$ cat config.mk
export PLATFORM = sky130hd
export DESIGN_NAME = shfd_front_flat
export DESIGN_NICKNAME = d
export VERILOG_FILES = /design/src/sv/shfd_pkg.sv /design/src/sv/shfd_in_if.sv /design/src/sv/shfd_front.sv /design/src/flat_wrapper.sv
export SDC_FILE = /design/constraint.sdc
export NUM_CORES = 1
export LEC_CHECK = 0
export BUFFER_PORTS_ARGS = -buffer_cell sky130_fd_sc_hd__buf_2
export CORE_MARGIN = 2
export CORE_UTILIZATION = 30
export DETAILED_ROUTE_END_ITERATION = 16
export SYNTH_ARGS = -nofsm -noshare
export SYNTH_HDL_FRONTEND = slang
export SYNTH_SLANG_ARGS = --single-unit
$ cat constraint.sdc
create_clock -name clk -period 12.34 [get_ports clk]
set_input_delay 0.617 -clock clk [delete_from_list [all_inputs] [get_ports clk]]
set_output_delay 0.617 -clock clk [all_outputs]
set_load 0.005 [all_outputs]
$ cat src/sv/shfd_pkg.sv
// Shared types and constants for the stereo Hermite fractional delay line.
package shfd_pkg;

	// Line and number formats.
	localparam int LINE_DEPTH = 4096;
	localparam int IDX_W      = $clog2(LINE_DEPTH);
	localparam int LEN_W      = 13;
	localparam int SAMPLE_W   = 24;
	localparam int FRAC_W     = 16;
	localparam int DELAY_W    = 28;
	localparam int MIN_LEN    = 8;
	localparam int TAP_COUNT  = 4;

	// Read position in samples with fraction; holds the line length shifted up.
	localparam int POS_W  = LEN_W + FRAC_W;
	// Horner accumulator and product widths.
	localparam int ACC_W  = SAMPLE_W + 5;
	localparam int PROD_W = ACC_W + FRAC_W + 1;

	// Depth of the command queue between front and back.
	localparam int CMD_DEPTH = 2;

	// Item operation codes.
	localparam logic OP_WRITE = 1'b0;
	localparam logic OP_READ  = 1'b1;

	typedef logic signed [SAMPLE_W-1:0] sample_t;
	typedef logic [IDX_W-1:0]           idx_t;
	typedef logic [LEN_W-1:0]           len_t;
	typedef logic [FRAC_W-1:0]          frac_t;
	typedef logic [DELAY_W-1:0]         delay_t;
	typedef logic signed [ACC_W-1:0]    acc_t;

	// One decoded command: a store write, or a read at a tap index and fraction.
	typedef struct packed {
		logic    is_read;
		idx_t    addr;
		len_t    len;
		frac_t   frac;
		sample_t left;
		sample_t right;
	} cmd_t;

endpackage

$ cat src/sv/shfd_in_if.sv
// Input item channel.
interface shfd_in_if import shfd_pkg::*; ();
	logic    valid;
	logic    ready;
	logic    operation;
	sample_t sample_left;
	sample_t sample_right;
	delay_t  delay_amount;

	modport source (
		output valid, operation, sample_left, sample_right, delay_amount,
		input  ready
	);
	modport sink (
		input  valid, operation, sample_left, sample_right, delay_amount,
		output ready
	);
endinterface

$ cat src/sv/shfd_front.sv
// Front end: takes items, tracks the write index and turns reads into tap positions.
module shfd_front import shfd_pkg::*; (
	input  logic       clk,
	input  logic       arst_n,
	input  logic       cfg_we,
	input  len_t       cfg_wdata,
	input  logic       clear_done,
	shfd_in_if.sink    item,
	output logic       push_valid,
	output cmd_t       push_cmd,
	input  logic       push_ready
);

	logic    v_s1;
	logic    op_s1;
	sample_t left_s1;
	sample_t right_s1;
	delay_t  delay_s1;

	len_t    len_q;
	idx_t    wp_q;

	logic              accept;
	logic              push;
	len_t              cfg_len;
	len_t              wp_inc;
	idx_t              wp_next;
	logic [POS_W-1:0]  dly_ext;
	logic [POS_W-1:0]  max_dly;
	logic [POS_W-1:0]  clamped;
	logic [POS_W-1:0]  wp_pos;
	logic [POS_W:0]    diff;
	logic [POS_W-1:0]  pos;

	assign push    = v_s1 && push_ready;
	assign accept  = item.valid && item.ready;
	assign item.ready = clear_done && (!v_s1 || push_ready);

	// Clamp a written line length into the usable range.
	always_comb begin
		if (cfg_wdata < LEN_W'(MIN_LEN)) begin
			cfg_len = LEN_W'(MIN_LEN);
		end else if (cfg_wdata > LEN_W'(LINE_DEPTH)) begin
			cfg_len = LEN_W'(LINE_DEPTH);
		end else begin
			cfg_len = cfg_wdata;
		end
	end

	// Next write index, wrapping at the line length.
	assign wp_inc  = LEN_W'(wp_q) + LEN_W'(1);
	assign wp_next = (wp_inc == len_q) ? '0 : wp_inc[IDX_W-1:0];

	// Read position: write index minus the clamped delay, wrapped into the line.
	always_comb begin
		dly_ext = POS_W'(delay_s1);
		max_dly = {len_q - LEN_W'(TAP_COUNT), {FRAC_W{1'b0}}};
		clamped = (dly_ext > max_dly) ? max_dly : dly_ext;
		wp_pos  = POS_W'({wp_q, {FRAC_W{1'b0}}});
		diff    = {1'b0, wp_pos} - {1'b0, clamped};
		if (diff[POS_W]) begin
			pos = diff[POS_W-1:0] + {len_q, {FRAC_W{1'b0}}};
		end else begin
			pos = diff[POS_W-1:0];
		end
	end

	// Command toward the back end.
	always_comb begin
		push_cmd.is_read = (op_s1 == OP_READ);
		push_cmd.addr    = (op_s1 == OP_READ) ? pos[FRAC_W +: IDX_W] : wp_q;
		push_cmd.len     = len_q;
		push_cmd.frac    = pos[FRAC_W-1:0];
		push_cmd.left    = left_s1;
		push_cmd.right   = right_s1;
	end
	assign push_valid = v_s1;

	// Input stage register.
	always_ff @(posedge clk or negedge arst_n) begin
		if (!arst_n) begin
			v_s1 <= 1'b0;
		end else if (accept) begin
			v_s1 <= 1'b1;
		end else if (push) begin
			v_s1 <= 1'b0;
		end
	end

	always_ff @(posedge clk) begin
		if (accept) begin
			op_s1    <= item.operation;
			left_s1  <= item.sample_left;
			right_s1 <= item.sample_right;
			delay_s1 <= item.delay_amount;
		end
	end

	// Line length register and write index.
	always_ff @(posedge clk or negedge arst_n) begin
		if (!arst_n) begin
			len_q <= LEN_W'(LINE_DEPTH);
			wp_q  <= '0;
		end else if (cfg_we) begin
			len_q <= cfg_len;
			if (LEN_W'(wp_q) >= cfg_len) begin
				wp_q <= '0;
			end
		end else if (push && (op_s1 == OP_WRITE)) begin
			wp_q <= wp_next;
		end
	end

endmodule

$ cat src/flat_wrapper.sv
// flat-port wrapper written by rule: the top's interface ports become plain ports
module shfd_front_flat import shfd_pkg::*;
  (clk, arst_n, cfg_we, cfg_wdata, clear_done, push_valid, push_cmd, push_ready, item_valid, item_operation, item_sample_left, item_sample_right, item_delay_amount, item_ready);
  shfd_in_if item_i ();
  input  logic clk;
  input  logic arst_n;
  input  logic cfg_we;
  input  len_t cfg_wdata;
  input  logic clear_done;
  output logic push_valid;
  output cmd_t push_cmd;
  input  logic push_ready;
  input wire logic [$bits(item_i.valid)-1:0] item_valid;
  input wire logic [$bits(item_i.operation)-1:0] item_operation;
  input wire logic [$bits(item_i.sample_left)-1:0] item_sample_left;
  input wire logic [$bits(item_i.sample_right)-1:0] item_sample_right;
  input wire logic [$bits(item_i.delay_amount)-1:0] item_delay_amount;
  output wire logic [$bits(item_i.ready)-1:0] item_ready;
  assign item_i.valid = item_valid;
  assign item_i.operation = item_operation;
  assign item_i.sample_left = item_sample_left;
  assign item_i.sample_right = item_sample_right;
  assign item_i.delay_amount = item_delay_amount;
  assign item_ready = item_i.ready;
  shfd_front u_core (.clk(clk), .arst_n(arst_n), .cfg_we(cfg_we), .cfg_wdata(cfg_wdata), .clear_done(clear_done), .item(item_i), .push_valid(push_valid), .push_cmd(push_cmd), .push_ready(push_ready));
endmodule
==> key figures <==
STA
  – Tmin final: 8.55 ns
  – RSZ-0062 raised after global routing: false
  – Final worst slack: about 3.8 ns
  – Max-Slew Margin vs Limit: about a third
  – Tightest Pin Transition: 0.995 ns
  – Post-Route Setup TNS: 0 ns
  – Slew Limit Fails: 0
  – Fin. Hold Viols: 0
  – Final count of negative-setup-slack endpoints: 0
  – Skew final: 0.0116 ns
  – Final worst-path cycle share: between 60% and 70%
  – Fmax: between 0.1 and 0.15 GHz

Critical path
  – Worst path slowest cell: nor4_1
  – Largest stage delay, worst path: ~0.58 ns
  – CP arrival: 7.93 ns
  – Critical path class: flip-flop to primary output
  – Worst-path fanout max: 25
  – Crit Reg-Reg Endpoint: u_core.wp_q[2]
  – FF-to-FF Start: u_core.wp_q[1]
  – Worst reg2reg path depth: 12
  – Critical Path Source Type: flip-flop
  – Data required time of the worst path: 11.72 ns
  – FF-to-FF setup slack: 9.22 ns
  – Kind of end point of the critical path: primary output

Global route
  – Gr usage total: about 16%
  – Grt ovf: 0
  – First-pass GRT wire length: 27300 µm
  – Pin count of the biggest net entering global routing: 78
  – Initial antenna violation count: 3
  – Grt met3 use: roughly 4.2%
  – Most Used Layer, Global Route: met2
  – Met2 usage: 24.8%
  – Vias in the first global route: 5005
  – Grt met1 use: 21.6%

Yosys
  – Top FF cell, synth: edfxtp_1
  – Average size of a mapped cell: 10.4 µm²
  – Synth async-reset ratio: 25.2%
  – #FFs+latches synth: 103
  – Seq/Total Area, Yosys: 46.3%
  – Yosys top cell area share: a little over a third
  – Area leader, netlist: edfxtp_1
  – Syn Nets: about 760
  – Top-count cell post-synth: edfxtp_1
  – EDFF count, synth: 77
  – Post-synthesis cell type count: 60
  – Largest cells by area after synthesis: edfxtp_1 (36%), ha_1 (10%), dfrtp_1 (9.8%)
  – Synth Instances: 613
  – Most instantiated cells after synthesis: edfxtp_1 (77), a21oi_1 (53), nand2_1 (53), ha_1 (52), nor2_1 (43)
  – Syn Std Cell Area: 6400 µm²
  – Synth Warn #: 0

Cells and area
  – Layout cell share with drive strength beyond 1: 28.2%
  – Post-route insts no fill: 1075
  – Synth-to-layout area growth: 23.8%
  – Sequential cell area: 2960 µm²
  – Multi-input gate area: 3260 µm²
  – Design area: between 7000 and 8000 µm²
  – Fillers: 2132
  – Nets: 943

Clock tree
  – Setup bufs post-CTS: 0
  – TritonCTS clock tree: done
  – CTS Hold Buffers Added: 0
  – Num CTS Buffers: 9
  – CTS max path bufs: 2
  – # clock sinks: slightly above 100
  – Clock H-tree levels: 3
  – Root buffer cell: clkbuf_16
  – Resized Gates After CTS: 0
  – Clk slew on worst S/H paths: 0.08 ns
  – Skew-Pair Late Insertion Delay: 0.36 ns

Pwr
  – Psw: 0.456 mW
  – Pwr dens: around 160 nW/µm²
  – Peak VDD IR: 61.3 µV
  – Combinational share of power: 41.6%
  – Share of power burned in registers: 35.3%
  – Internal Power: about 0.78 mW
  – Net Sw Frac: between 30% and 40%
  – Clock power frac: 23.0%
  – Lkg Pwr: 3.54 nW

Drt
  – Vias: between 5000 and 6000
  – DRT antenna net count: 0
  – DRT iter0 DRCs: approximately 270
  – 1st-pass router iterations: 7
  – Number of remaining DRC errors: 0
  – Vias/cell: a little under 5
  – Total Wirelength: 17800 µm
  – Drt wl/cell: 16.6 µm

Placement
  – Placement Cell Area: 7630 µm²
  – Post-Place Cells: 1058
  – Hpwl dp: between 10000 and 15000 µm
  – Gpl congestion: 0.832
  – I/O Buffers: around 190
  – Setup Slack @ Placement: 4.27 ns

Status
  – Outcome: finished, final reports clean

Die
  – Initial Util: 30.5%
  – Top-Level Pins: 188
  – Die Wd: approximately 150 µm
  – Die outline height: 150 µm
  – Core box area: 21000 µm²
  – Full die area: approximately 23000 µm²
  – Num rows: 53

Flow run
  – Max-Cap Viols: 0

Hold path
  – HP Class: primary input to asynchronous set/reset pin
==> layout make-up <==
| cell class | count | share of cell area, % |
|---|---|---|
| Multi-Input combinational cell | 466 | 41.1 |
| Sequential cell | 103 | 37.4 |
| Timing Repair Buffer | 193 | 12.4 |
| Tap cell | 275 | 4.34 |
| Clock buffer | 9 | 2.84 |
| Inverter | 21 | 1.01 |
| Clock inverter | 7 | 0.837 |
| Antenna cell | 1 | 0.0316 |
==> state kept, by name (all words and copies together) (netlist names) <==
| signal | flops |
|---|---|
| u_core.delay_s1 | 28 |
| u_core.left_s1 | 24 |
| u_core.len_q | 13 |
| u_core.op_s1 | 1 |
| u_core.push_valid | 1 |
| u_core.right_s1 | 24 |
| u_core.wp_q | 12 |
==> cell usage in the layout, fill, tap and decap left out, types with 3 or more instances in the layout <==
cell	netlist	layout
mux2_2	3	3
ha_1	52	52
o31ai_1	3	3
inv_1	21	20
a31oi_1	8	8
a41oi_1	6	6
buf_2	2	187
a21oi_1	53	53
buf_4	2	6
clkbuf_16	0	9
nand2_1	53	53
or3_1	3	3
edfxtp_1	77	77
nor2b_1	4	4
o21ai_0	25	25
and2_1	5	5
nand2b_1	12	12
o21a_1	6	6
a21o_1	15	15
xnor2_1	40	40
dfrtp_1	25	25
o41ai_1	3	3
a221oi_1	3	3
a311o_1	4	4
nor4_1	6	6
nand3_1	21	21
nor3_1	15	15
mux2i_1	15	15
nor2_1	43	43
o211ai_1	3	3
xor2_1	17	17
and3_1	11	11
nand4_1	4	4
==> kinds of logic after synthesis <==
group,after synthesis,synth area share [%]
AOI/OAI and AO/OA,153,16.0
xor gates and xnor gates,57,7.80
adders and majority gates,53,10.5
buffers and inverters,44,2.74
DFF,103,46.3
muxes,18,2.87
and+or+nand+nor,185,13.8
==> worst max path at each step <==
stage | start | to | slack, ns | depth (start not counted)
6_report | u_core.len_q[7] | push_cmd[87] | 3.79 | 30
5_1_grt | u_core.len_q[7] | push_cmd[87] | 3.18 | 29
4_1_cts | u_core.len_q[7] | push_cmd[87] | 3.86 | 29
3_5_place_dp | u_core.len_q[7] | push_cmd[87] | 4.27 | 30
3_3_place_gp | u_core.len_q[7] | push_cmd[87] | 4.41 | 29
2_1_floorplan | u_core.len_q[7] | push_cmd[87] | 5.23 | 29
==> critical path, delay by kind of cell (launching register included) <==
| family | cells | cell delay, ns |
|---|---|---|
| flops | 1 | 0.47 |
| simple gates | 8 | 2.22 |
| buf+inv | 2 | 0.49 |
| compound gates | 13 | 2.87 |
| fa+ha+maj | 3 | 0.99 |
| xor+xnor | 3 | 0.40 |
| mux | 1 | 0.14 |
==> stage by stage <==
stage / utilization, % / hold slack (ns) / total power, mW
after floorplan: - / 0.321 / 0.800
after global placement: 36.4 / 0.505 / 0.949
after detailed placement: 36.4 / 0.503 / 0.952
after CTS: 37.8 / 0.279 / 1.25
after global routing: 37.8 / 0.303 / 1.32
final: 37.8 / 0.270 / 1.23
==> per-layer routing <==
metal	vias up	part of all wire, %
li1	2627	-
met1	2412	45
met2	185	46
met3	15	7.4
met4	2	1.4
met5	-	0.073
==> power groups by stage <==
stage / Sequential, mW / Combinational [mW] / Clock [mW]
floorplan: 0.423 / 0.377 / 0
global placement: 0.442 / 0.506 / 0
detailed placement: 0.443 / 0.510 / 0
CTS: 0.435 / 0.513 / 0.297
global route: 0.438 / 0.576 / 0.307
finish: 0.435 / 0.513 / 0.283
No activity file was read; power rests on OpenSTA's default activity.
