===== config.mk =====
export PLATFORM = sky130hd
export DESIGN_NAME = shfd_cmd_fifo
export DESIGN_NICKNAME = d
export VERILOG_FILES = /design/src/sv/shfd_pkg.sv /design/src/sv/shfd_cmd_fifo.sv
export SDC_FILE = /design/constraint.sdc
export NUM_CORES = 1
export LEC_CHECK = 0
export BUFFER_PORTS_ARGS = -buffer_cell sky130_fd_sc_hd__buf_2
export CAP_MARGIN = 20
export CORE_UTILIZATION = 40
export DETAILED_ROUTE_END_ITERATION = 8
export GPL_ROUTABILITY_DRIVEN = 0
export PLACE_DENSITY_LB_ADDON = 0.25
export SLEW_MARGIN = 20
export SYNTH_ARGS = -nofsm -noshare
export SYNTH_HDL_FRONTEND = slang
export SYNTH_SLANG_ARGS = --single-unit

===== constraint.sdc =====
create_clock -name clk -period 12.1 [get_ports clk]
set_input_delay 2.42 -clock clk [delete_from_list [all_inputs] [get_ports clk]]
set_output_delay 2.42 -clock clk [all_outputs]
set_load 0.01 [all_outputs]

===== src/sv/shfd_pkg.sv =====
// Shared types and constants for the stereo Hermite fractional delay line.
package shfd_pkg;

	// Line and number formats.
	localparam int LINE_DEPTH = 4096;
	localparam int IDX_W      = $clog2(LINE_DEPTH);
	localparam int LEN_W      = 13;
	localparam int SAMPLE_W   = 24;
	localparam int FRAC_W     = 16;
	localparam int DELAY_W    = 28;
	localparam int MIN_LEN    = 8;
	localparam int TAP_COUNT  = 4;

	// Read position in samples with fraction; holds the line length shifted up.
	localparam int POS_W  = LEN_W + FRAC_W;
	// Horner accumulator and product widths.
	localparam int ACC_W  = SAMPLE_W + 5;
	localparam int PROD_W = ACC_W + FRAC_W + 1;

	// Depth of the command queue between front and back.
	localparam int CMD_DEPTH = 2;

	// Item operation codes.
	localparam logic OP_WRITE = 1'b0;
	localparam logic OP_READ  = 1'b1;

	typedef logic signed [SAMPLE_W-1:0] sample_t;
	typedef logic [IDX_W-1:0]           idx_t;
	typedef logic [LEN_W-1:0]           len_t;
	typedef logic [FRAC_W-1:0]          frac_t;
	typedef logic [DELAY_W-1:0]         delay_t;
	typedef logic signed [ACC_W-1:0]    acc_t;

	// One decoded command: a store write, or a read at a tap index and fraction.
	typedef struct packed {
		logic    is_read;
		idx_t    addr;
		len_t    len;
		frac_t   frac;
		sample_t left;
		sample_t right;
	} cmd_t;

endpackage


===== src/sv/shfd_cmd_fifo.sv =====
// Short command queue between the front and back ends.
module shfd_cmd_fifo import shfd_pkg::*; (
	input  logic clk,
	input  logic arst_n,
	input  logic push_valid,
	input  cmd_t push_cmd,
	output logic push_ready,
	output logic pop_valid,
	output cmd_t pop_cmd,
	input  logic pop_ready
);

	localparam int PTR_W = $clog2(CMD_DEPTH);
	localparam int CNT_W = $clog2(CMD_DEPTH + 1);

	cmd_t             mem_q [CMD_DEPTH];
	logic [PTR_W-1:0] wr_ptr_q;
	logic [PTR_W-1:0] rd_ptr_q;
	logic [CNT_W-1:0] cnt_q;
	logic             do_push;
	logic             do_pop;

	assign push_ready = (cnt_q != CNT_W'(CMD_DEPTH));
	assign pop_valid  = (cnt_q != '0);
	assign pop_cmd    = mem_q[rd_ptr_q];
	assign do_push    = push_valid && push_ready;
	assign do_pop     = pop_valid && pop_ready;

	// Entry storage.
	always_ff @(posedge clk) begin
		if (do_push) begin
			mem_q[wr_ptr_q] <= push_cmd;
		end
	end

	// Pointers and fill count.
	always_ff @(posedge clk or negedge arst_n) begin
		if (!arst_n) begin
			wr_ptr_q <= '0;
			rd_ptr_q <= '0;
			cnt_q    <= '0;
		end else begin
			if (do_push) begin
				wr_ptr_q <= (wr_ptr_q == PTR_W'(CMD_DEPTH - 1)) ? '0 : wr_ptr_q + PTR_W'(1);
			end
			if (do_pop) begin
				rd_ptr_q <= (rd_ptr_q == PTR_W'(CMD_DEPTH - 1)) ? '0 : rd_ptr_q + PTR_W'(1);
			end
			if (do_push && !do_pop) begin
				cnt_q <= cnt_q + CNT_W'(1);
			end else if (do_pop && !do_push) begin
				cnt_q <= cnt_q - CNT_W'(1);
			end
		end
	end

endmodule


==> results.tsv, run 1 <==
stage	metric	value	unit
logic_synthesis	register area share after synthesis	77.13	%
power	overall power	2.137	mW
floorplan	chip height	135.6	µm
timing	Highest Clock Rate	198.1	MHz
logic_synthesis	Netlist cell types	15	
cells_and_area	cell area after layout	0.008791	mm²
hold_path	Hold Crit Depth	1	
worst_setup_path	Critical Path RT	9.68	ns
global_route	GRT overflow	0	
floorplan	die area	0.01838	mm²
cts	Post-CTS Setup Bufs	0	
cts	post_cts resized	0	
cts	CTS tree	yes	
cells_and_area	Cell Count, Final, Fillers Out	736	
routing	vias	3395	
cells_and_area	nets	592	
worst_setup_path	Crit. path cell count	4	
global_route	global-route wire length before repair	17980	µm
timing	Setup TNS	0	ns
worst_setup_path	worst path bufs/invs	3	
worst_setup_path	max incr delay on CP	0.84	ns
cells_and_area	Area Growth Syn to Fin	23.16	%
hold_path	Min-Delay Path Class	reg2reg	
routing	First-pass DRT Iterations	4	
timing	worst setup margin	7.051	ns
logic_synthesis	cells after synthesis	298	
cts	Worst-path clk slew	0.07	ns
logic_synthesis	largest area contributor in the netlist	edfxtp_1	
floorplan	DIE WIDTH	135.6	µm
power	Worst VDD drop	0.1163	mV
routing	Routed WL per cell	16.46	µm
placement	placed wire-length estimate	7763	µm
logic_synthesis	Syn Nets	393	
global_route	vias in the first global route	3592	
routing	DR vias/cell	4.613	
timing	final worst-path cycle share	41.73	%
timing	Slew Viols, Final	0	
global_route	largest net degree at the start of global routing	59	
logic_synthesis	Synth Register Bits	184	
routing	DRT iter0 DRCs	162	
routing	Post-Route WL	12110	µm
global_route	initial antenna violation count	2	
worst_setup_path	Register-to-Register Path Depth	5	
worst_setup_path	Worst Setup End Kind	output pin	
cells_and_area	fill count	1446	
cts	Skew-Pair Late Insertion Delay	0.42	ns
cts	H-tree Lvls	4	
routing	Remaining DRCs	0	
logic_synthesis	Avg Cell Area, Syn	23.95	µm²
cts	clock sinks	184	
worst_setup_path	Crit-path slowest cell	dfrtp_4	
placement	IO buf count	185	
timing	RSZ-0062 raised after global routing	false	
floorplan	starting density of the core	41.13	%
routing	final antenna-violating net count	0	
worst_setup_path	critical path class	reg2out	
logic_synthesis	Commonest cells post-synth	180 x edfxtp_1, 89 x mux2_4, 9 x buf_12, 4 x dfrtp_1, 3 x xnor2_1	
floorplan	row count	48	
logic_synthesis	count leader, synth	edfxtp_1	
timing	Slew @ Worst Pin	0.7211	ns
placement	dpl cells	702	
placement	Post-DP Area	0.008200	mm²
logic_synthesis	area of the mapped netlist	0.007138	mm²
worst_setup_path	crit path max fanout	40	
logic_synthesis	top-area cell type share of the netlist area	75.72	%
cts	Num CTS Buffers	17	
worst_setup_path	Startpoint Class	flop	
cts	CTS root buf	clkbuf_16	
cells_and_area	post-layout util	50.65	%
timing	min Tclk post-route	5.049	ns
logic_synthesis	synth warn	0	
job	# Max-Cap Violations	0	
worst_setup_path	delay-heaviest family, CP	buffers and inverters	
cts	CTS Buffer Depth	2	
placement	Place WS	7.262	ns
floorplan	I/O pins	186	
power	PwrDens	243.0	mW/mm²
logic_synthesis	Top FF cell, synth	edfxtp_1	
worst_setup_path	worst-path cell chain	buf_4 -> buf_16 -> mux2_4 -> buf_2	
logic_synthesis	Synth area leaders	edfxtp_1 76%, mux2_4 19%, buf_12 2.5%, dfrtp_1 1.4%, xnor2_1 0.37%	
global_route	Tot GR Track Use	13.60	%
timing	Setup-failing EPs final	0	
floorplan	core area	0.01736	mm²
logic_synthesis	Post-synth ARST share	2.174	%
timing	Final Skew	0.008469	ns
worst_setup_path	CP arrival	2.63	ns
power	Leak	3.531	nW
status	status	complete, no violations	
cts	Post-CTS Hold Buffers	0	
timing	slew margin rel.	51.92	%
timing	Min Hold Slack	0.5053	ns
timing	Fin. Hold Viols	0	
logic_synthesis	Post-synth EDFFs	180	
cells_and_area	layout cell share with drive strength beyond 1	60.78	%
[final timing paths]
| path | start | end | slack, ns |
|---|---|---|---|
| min in group asynchronous | arst_n | wr_ptr_q$_DFFE_PN0P_ | 1.79 |
| worst min register to register | cnt_q[1]$_DFFE_PN0P_ | cnt_q[1]$_DFFE_PN0P_ | 0.51 |
| worst max-delay path | rd_ptr_q$_DFFE_PN0P_ | pop_cmd[50] | 7.05 |
| max in group asynchronous | arst_n | rd_ptr_q$_DFFE_PN0P_ | 10.17 |
| worst min-delay path | cnt_q[1]$_DFFE_PN0P_ | cnt_q[1]$_DFFE_PN0P_ | 0.51 |
| worst max register to register | cnt_q[0]$_DFFE_PN0P_ | mem_q[0][66]$_DFFE_PP_ | 9.75 |
[metal layers]
layer | part of all wire (%) | global-route usage (%)
met5 | 0.11 | 0
met4 | 2.1 | 6.804
met3 | 7.3 | 5.350
met2 | 52 | 23.55
met1 | 38 | 14.29
[cells by family after synthesis]
logic type    synth area share [%]
buf+inv                      2.734
xor+xnor                    0.6136
fa+ha+maj                   0.1753
mux                          18.88
simple gates                0.4735
flops                        77.13
[cell type report]
type / instances / area, µm² / area share, %
antenna: 1 / 2.502 / 0.02847
clock buffer: 19 / 432.9 / 4.925
clock inverter: 13 / 127.6 / 1.452
inverter: 1 / 3.754 / 0.04270
multi-input combinational: 103 / 1450 / 16.50
sequential: 184 / 5509 / 62.67
tap: 225 / 281.5 / 3.202
timing repair buffer: 190 / 983.4 / 11.19
[power by group]
group | leakage [nW] | internal [mW] | switching, mW
Sequential | 1.72 | 0.873 | 0.0668
Combinational | 1.54 | 0.352 | 0.318
Clock | 0.270 | 0.302 | 0.224
[registers in the layout (all words and copies together) (netlist names)]
name / flops
cnt_q: 2
mem_q: 180
rd_ptr_q: 1
wr_ptr_q: 1
[worst register-to-register path: stages, from the launching register on]
cell and delay (ns):
dfrtp_1 0.41, nand2b_1 0.17, nand2_1 0.14, nor2_4 0.10
buf_4 0.46, buf_4 0.67
[placed cells by master, fill, tap and decap left out, drive strengths merged, types with 2 or more instances in the layout]
cell type	netlist	routed
buf	10	190
bufinv	0	2
clkbuf	0	19
clkinv	0	7
clkinvlp	0	2
dfrtp	4	4
edfxtp	180	180
inv	1	3
mux2	90	90
nand2	2	2
nor2	2	2
xnor2	3	3
xor2	2	2
Power figures use the tool's default switching activity.
==> run 2: changes to the inputs <==
clock period = 4.7 ns   (was 12.1 ns; I/O delays follow)
==> run 2 against run 1 <==
Final area shrank 0.23%. Sequential cell count is the same. Clock power grew 150%. Core utilization is 0.12 points lower. Clock skew rose by 0.0012 ns. Critical path type unchanged. Clock-buffer cell count did not move. Largest cell class unchanged. Setup slack worse by 5.7 ns. Largest power group unchanged.
==> results.tsv, run 2 (same netlist as run 1, synthesis figures left out) <==
stage	metric	value	unit	change
routing	Post-Route WL	11970	µm	-1.2%
routing	final antenna-violating net count	0		unchanged
timing	slew margin rel.	46.89	%	-5.0 points
hold_path	Min-Delay Path Class	in2async		
cells_and_area	layout cell share with drive strength beyond 1	61.25	%	+0.47 points
cts	Worst-path clk slew	0.07	ns	about the same
timing	min Tclk post-route	3.300	ns	
cts	CTS Buffer Depth	2		unchanged
floorplan	core area	0.01736	mm²	unchanged
global_route	vias in the first global route	3530		-1.7%
cells_and_area	most frequent cells in the layout	185 x buf_2, 180 x edfxtp_1, 89 x mux2_4		
power	Worst VDD drop	0.4290	mV	+270%
timing	final worst-path cycle share	70.22	%	
cts	Post-CTS Hold Buffers	0		unchanged
routing	DRT iter0 DRCs	104		-36%
cells_and_area	# diodes	0		-1
cts	clock sinks	184		unchanged
worst_setup_path	Startpoint Class	flop		
power	Combinational Power Share	32.3	%	+0.9 points
routing	DR vias/cell	4.582		-0.68%
routing	vias	3372		-0.68%
power	sequential cell fraction of total power	44.0	%	about the same
floorplan	chip height	135.6	µm	unchanged
worst_setup_path	Crit-path slowest cell	dfrtp_4		
worst_setup_path	crit path max fanout	40		unchanged
global_route	initial antenna violation count	1		-1
cells_and_area	nets	594		+0.34%
worst_setup_path	worst path bufs/invs	2		-1
placement	IO buf count	185		unchanged
timing	Fin. Hold Viols	0		unchanged
floorplan	row count	48		unchanged
placement	placed wire-length estimate	7925	µm	+2.1%
floorplan	starting density of the core	41.13	%	unchanged
job	# Max-Cap Violations	0		unchanged
cells_and_area	post-layout util	50.53	%	-0.12 points
cts	CTS root buf	clkbuf_16		
global_route	GRT overflow	0		unchanged
power	Leak	3.523	nW	-0.22%
worst_setup_path	max incr delay on CP	0.68	ns	-0.16 ns
timing	Slew @ Worst Pin	0.7966	ns	+0.07549 ns
routing	Routed WL per cell	16.27	µm	-1.2%
global_route	global-route wire length before repair	17940	µm	-0.23%
cts	H-tree Lvls	4		unchanged
floorplan	I/O pins	186		unchanged
power	Clk pwr share	23.7	%	-0.9 points
floorplan	die area	0.01838	mm²	unchanged
worst_setup_path	Critical Path RT	3.76	ns	-5.92 ns
power	Net Sw Power	1.548	mW	+150%
worst_setup_path	delay-heaviest family, CP	buffers and inverters		
power	internal power	3.879	mW	+150%
cells_and_area	max FFs per register	180		unchanged
timing	Highest Clock Rate	303.0	MHz	
floorplan	DIE WIDTH	135.6	µm	unchanged
cts	Post-CTS Setup Bufs	0		unchanged
worst_setup_path	critical path class	reg2out		
worst_setup_path	worst-path cell chain	buf_4 -> mux2_4 -> buf_2		
timing	Setup-failing EPs final	0		unchanged
timing	Slew Viols, Final	0		unchanged
global_route	Tot GR Track Use	13.51	%	-0.099 points
cts	post_cts resized	0		unchanged
cells_and_area	most common cell after layout, fill and taps aside	buf_2		
global_route	largest net degree at the start of global routing	76		+29%
routing	First-pass DRT Iterations	4		unchanged
timing	Final Skew	0.009678	ns	+0.001209 ns
cts	Skew-Pair Late Insertion Delay	0.41	ns	about the same
cells_and_area	largest registers	mem_q (180), cnt_q (2)		
routing	Remaining DRCs	0		unchanged
status	status	complete, no violations		
timing	RSZ-0062 raised after global routing	false		
power	PwrDens	618.8	mW/mm²	+150%
worst_setup_path	Worst Setup End Kind	output pin		
cts	Num CTS Buffers	17		unchanged
cells_and_area	Largest Register	mem_q		
power	Sw Share	28.52	%	about the same
worst_setup_path	CP arrival	2.36	ns	-0.27 ns
cts	CTS tree	yes		
cells_and_area	Area Growth Syn to Fin	22.87	%	
timing	Setup TNS	0	ns	unchanged
[run 2: cell types whose count changed in the layout (fill, tap and decap cells not counted)]
cell / change
buf_16: -1
bufinv_16: -1
diode_2: -1
buf_12: +1
clkinv_2: +1
clkinvlp_4: +1
buf_4: +2
clkinv_1: -2
[run 2: through the flow]
stage | instance area, µm² | power, mW | hold WS (ns) | worst slack, ns | std cells
floorplan | 7141 | 3.772 | 0.4564 | 0.8931 | 298
global placement | 8215 | 4.171 | 0.4761 | 1.849 | 704
detailed placement | 8215 | 4.208 | 0.5160 | 1.802 | 704
CTS | 8751 | 5.510 | 0.3007 | 1.341 | 735
global route | 8771 | 5.699 | 0.3019 | 1.282 | 736
finish | 8771 | 5.427 | 0.3197 | 1.400 | 736
[run 2: path summary, 6_finish.rpt]
kind                                      startpoint                     end  slack, ns  cells past startpoint
worst min register to register  cnt_q[1]$_DFFE_PN0P_    cnt_q[1]$_DFFE_PN0P_       0.52                      1
min in group clk                cnt_q[1]$_DFFE_PN0P_    cnt_q[1]$_DFFE_PN0P_       0.52                      1
worst min-delay path                          arst_n    wr_ptr_q$_DFFE_PN0P_       0.32                      1
worst max register to register  cnt_q[0]$_DFFE_PN0P_  mem_q[1][37]$_DFFE_PP_       2.59                      4
worst max-delay path            rd_ptr_q$_DFFE_PN0P_             pop_cmd[36]       1.40                      3
max in group asynchronous                     arst_n    rd_ptr_q$_DFFE_PN0P_       4.24                      1
[run 2: worst register-to-register path, stage by stage, from the launching register on]
cell,delay (ns)
dfrtp_1,0.41
nand2b_1,0.18
and3_4,0.58
buf_12,0.31
buf_4,0.32
[run 2: area by class of cell]
cell class	instances	area, µm²
Sequential cell	184	5509
Fill cell	1442	8586
Multi-Input combinational cell	103	1450
Clock buffer	19	432.9
Inverter	1	3.754
Tap cell	225	281.5
Clock inverter	12	102.6
Timing Repair Buffer	192	991.0
[run 2: metal layers]
layer	vias to the layer above	track usage [%]	wire length [µm]	part of all wire, %
met4	2	5.618	142	1.2
met2	109	23.89	6375	53
li1	1576	-	-	-
met5	-	0	13	0.11
met1	1673	14.37	4651	39
met3	12	5.051	788	6.6
[run 2: power by group through the flow]
stage          Clock [mW]  Sequential, mW  Combinational (mW)
2_1_floorplan           0            2.38                1.40
3_3_place_gp            0            2.41                1.76
3_5_place_dp            0            2.43                1.78
4_1_cts              1.33            2.40                1.78
5_1_grt              1.39            2.42                1.89
6_report             1.29            2.39                1.75
==> run 3: changes to the inputs <==
clock period = 3 ns   (was 4.7 ns; I/O delays follow)
==> run 3 against run 2 <==
Die area unchanged. Sequential share of layout area fell by 0.072 points. Setup slack worse by 0.91 ns. Non-clock buffer count is 1 higher. First-iteration DRC count is 120% higher. Clock power rose by 47%. Largest power group unchanged.
==> results.tsv, run 3 (same netlist as run 1, synthesis figures left out) <==
stage	metric	value	unit	change
timing	Final Skew	0.004406	ns	-0.005272 ns
timing	RSZ-0062 raised after global routing	false		
hold_path	Min-Delay Path Class	in2reg		
floorplan	die area	0.01838	mm²	unchanged
cells_and_area	fill count	1469		+1.9%
power	Sw Share	28.69	%	+0.17 points
routing	Post-Route WL	12380	µm	+3.4%
floorplan	starting density of the core	41.13	%	unchanged
cts	Worst-path clk slew	0.06	ns	about the same
cts	H-tree Lvls	4		unchanged
global_route	global-route wire length before repair	18800	µm	+4.8%
timing	Slew Viols, Final	0		unchanged
floorplan	row count	48		unchanged
routing	final antenna-violating net count	0		unchanged
global_route	vias in the first global route	3608		+2.2%
cts	post_cts resized	0		unchanged
worst_setup_path	worst-path cell chain	buf_12 -> mux2_4 -> buf_2		
cts	CTS Buffer Depth	2		unchanged
routing	First-pass DRT Iterations	5		+1
cells_and_area	max FFs per register	180		unchanged
power	overall power	8.445	mW	+56%
timing	Highest Clock Rate	398.3	MHz	
power	PwrDens	961.8	mW/mm²	+55%
cells_and_area	nets	595		+0.17%
cts	CTS tree	yes		
routing	Remaining DRCs	0		unchanged
worst_setup_path	CP arrival	1.91	ns	-0.45 ns
worst_setup_path	Crit-path slowest cell	dfrtp_4		
placement	IO buf count	185		unchanged
global_route	GRT overflow	0		unchanged
cts	CTS root buf	clkbuf_16		
cells_and_area	Area Growth Syn to Fin	23.01	%	
power	Combinational Power Share	33.3	%	+1.0 points
timing	slew margin rel.	69.83	%	+23 points
cells_and_area	Cell Count, Final, Fillers Out	737		+0.14%
timing	final worst-path cycle share	83.68	%	
power	internal power	6.022	mW	+55%
status	status	complete, no violations		
cts	clock sinks	184		unchanged
routing	Routed WL per cell	16.80	µm	+3.3%
cells_and_area	Largest Register	mem_q		
worst_setup_path	crit path max fanout	36		-10%
floorplan	DIE WIDTH	135.6	µm	unchanged
global_route	largest net degree at the start of global routing	69		-9.2%
global_route	Tot GR Track Use	13.99	%	+0.48 points
timing	Slew @ Worst Pin	0.4526	ns	-0.3441 ns
placement	dpl cells	705		+0.14%
timing	Fin. Hold Viols	0		unchanged
cells_and_area	# diodes	0		unchanged
floorplan	I/O pins	186		unchanged
worst_setup_path	Critical Path RT	2.40	ns	-1.36 ns
cts	Num CTS Buffers	17		unchanged
placement	placed wire-length estimate	8081	µm	+2.0%
routing	DR vias/cell	4.631		+1.1%
routing	DRT iter0 DRCs	228		+120%
floorplan	chip height	135.6	µm	unchanged
worst_setup_path	critical path class	reg2out		
worst_setup_path	max incr delay on CP	0.66	ns	-0.02 ns
routing	vias	3413		+1.2%
power	Clk pwr share	22.5	%	-1.2 points
cells_and_area	layout cell share with drive strength beyond 1	60.35	%	-0.90 points
timing	min Tclk post-route	2.510	ns	
cts	Skew-Pair Late Insertion Delay	0.41	ns	about the same
cells_and_area	most frequent cells in the layout	185 x buf_2, 180 x edfxtp_1, 89 x mux2_4		
timing	Setup TNS	0	ns	unchanged
worst_setup_path	Startpoint Class	flop		
worst_setup_path	Worst Setup End Kind	output pin		
job	# Max-Cap Violations	0		unchanged
floorplan	core area	0.01736	mm²	unchanged
power	sequential cell fraction of total power	44.2	%	+0.2 points
power	Leak	3.518	nW	-0.14%
cells_and_area	most common cell after layout, fill and taps aside	buf_2		
cells_and_area	largest registers	mem_q (180), cnt_q (2)		
power	Worst VDD drop	0.4161	mV	-3.0%
timing	Setup-failing EPs final	0		unchanged
worst_setup_path	worst path bufs/invs	2		unchanged
global_route	initial antenna violation count	0		-1
power	Net Sw Power	2.423	mW	+57%
worst_setup_path	delay-heaviest family, CP	flip-flops		
run 3: changes by cell type in the layout (fill, tap and decap cells not counted):
cell	before	now
buf_12	1	4
buf_4	6	3
bufinv_16	1	0
clkbuf_1	2	4
clkinv_1	1	3
clkinv_2	4	3
dlygate4sd3_1	0	1
inv_6	2	0
run 3: worst paths after layout:
kind | startpoint | to | slack, ns | cells after the start
max | rd_ptr_q$_DFFE_PN0P_ | pop_cmd[27] | 0.49 | 3
min | push_cmd[17] | mem_q[0][17]$_DFFE_PP_ | 0.37 | 1
max reg2reg | cnt_q[0]$_DFFE_PN0P_ | mem_q[1][2]$_DFFE_PP_ | 1.24 | 3
min reg2reg | cnt_q[1]$_DFFE_PN0P_ | cnt_q[1]$_DFFE_PN0P_ | 0.51 | 1
max in group asynchronous | arst_n | rd_ptr_q$_DFFE_PN0P_ | 2.34 | 2
min in group asynchronous | arst_n | cnt_q[1]$_DFFE_PN0P_ | 0.52 | 2
run 3: power groups by stage:
stage,sequential [mW],clock [mW],combinational (mW)
after floorplan,3.69,0,2.19
after global placement,3.76,0,2.85
after detailed placement,3.80,0,2.87
after CTS,3.74,1.96,2.88
after global routing,3.79,2.07,3.03
final,3.73,1.90,2.81
run 3: cell type report:
type,instances,area [µm²],area share [%]
repair buffers,193,1039,11.83
clock buffers,21,440.4,5.016
well taps,225,281.5,3.206
clock inverters,10,57.56,0.6555
flip-flops and latches,184,5509,62.74
inverters,1,3.754,0.04275
multi-input cells,103,1450,16.51
run 3: what timing repair did:
action / in CTS / in global routing
buffers inserted: 0 / 0
hold buffers: 1 / 0
hold endpoints to repair: 4 / 0
run 3: worst reg2reg max path, delay by kind of cell, from the launching register on:
kind / cells / cell delay [ns]
and+or+nand+nor: 2 / 0.68
DFF: 1 / 0.40
buffers and inverters: 1 / 0.33
run 3: layer usage:
metal	track usage, %	up-vias	share of wire, %
met4	5.618	0	0.99
met1	16.76	1681	42
met3	4.863	12	7.2
met5	0	-	0
met2	22.99	135	50
li1	-	1585	-
run 3: metrics by stage:
stage | util (%) | worst slack, ns | hold slack, ns | instance area (µm²)
3_3_place_gp | 47.66 | 0.9139 | 0.4086 | 8273
4_1_cts | 50.59 | 0.4490 | 0.3484 | 8781
6_report | 50.59 | 0.4895 | 0.3711 | 8781
3_5_place_dp | 47.66 | 0.9043 | 0.4129 | 8273
2_1_floorplan | - | 0.5184 | 0.3044 | 7147
5_1_grt | 50.59 | 0.4026 | 0.3428 | 8781
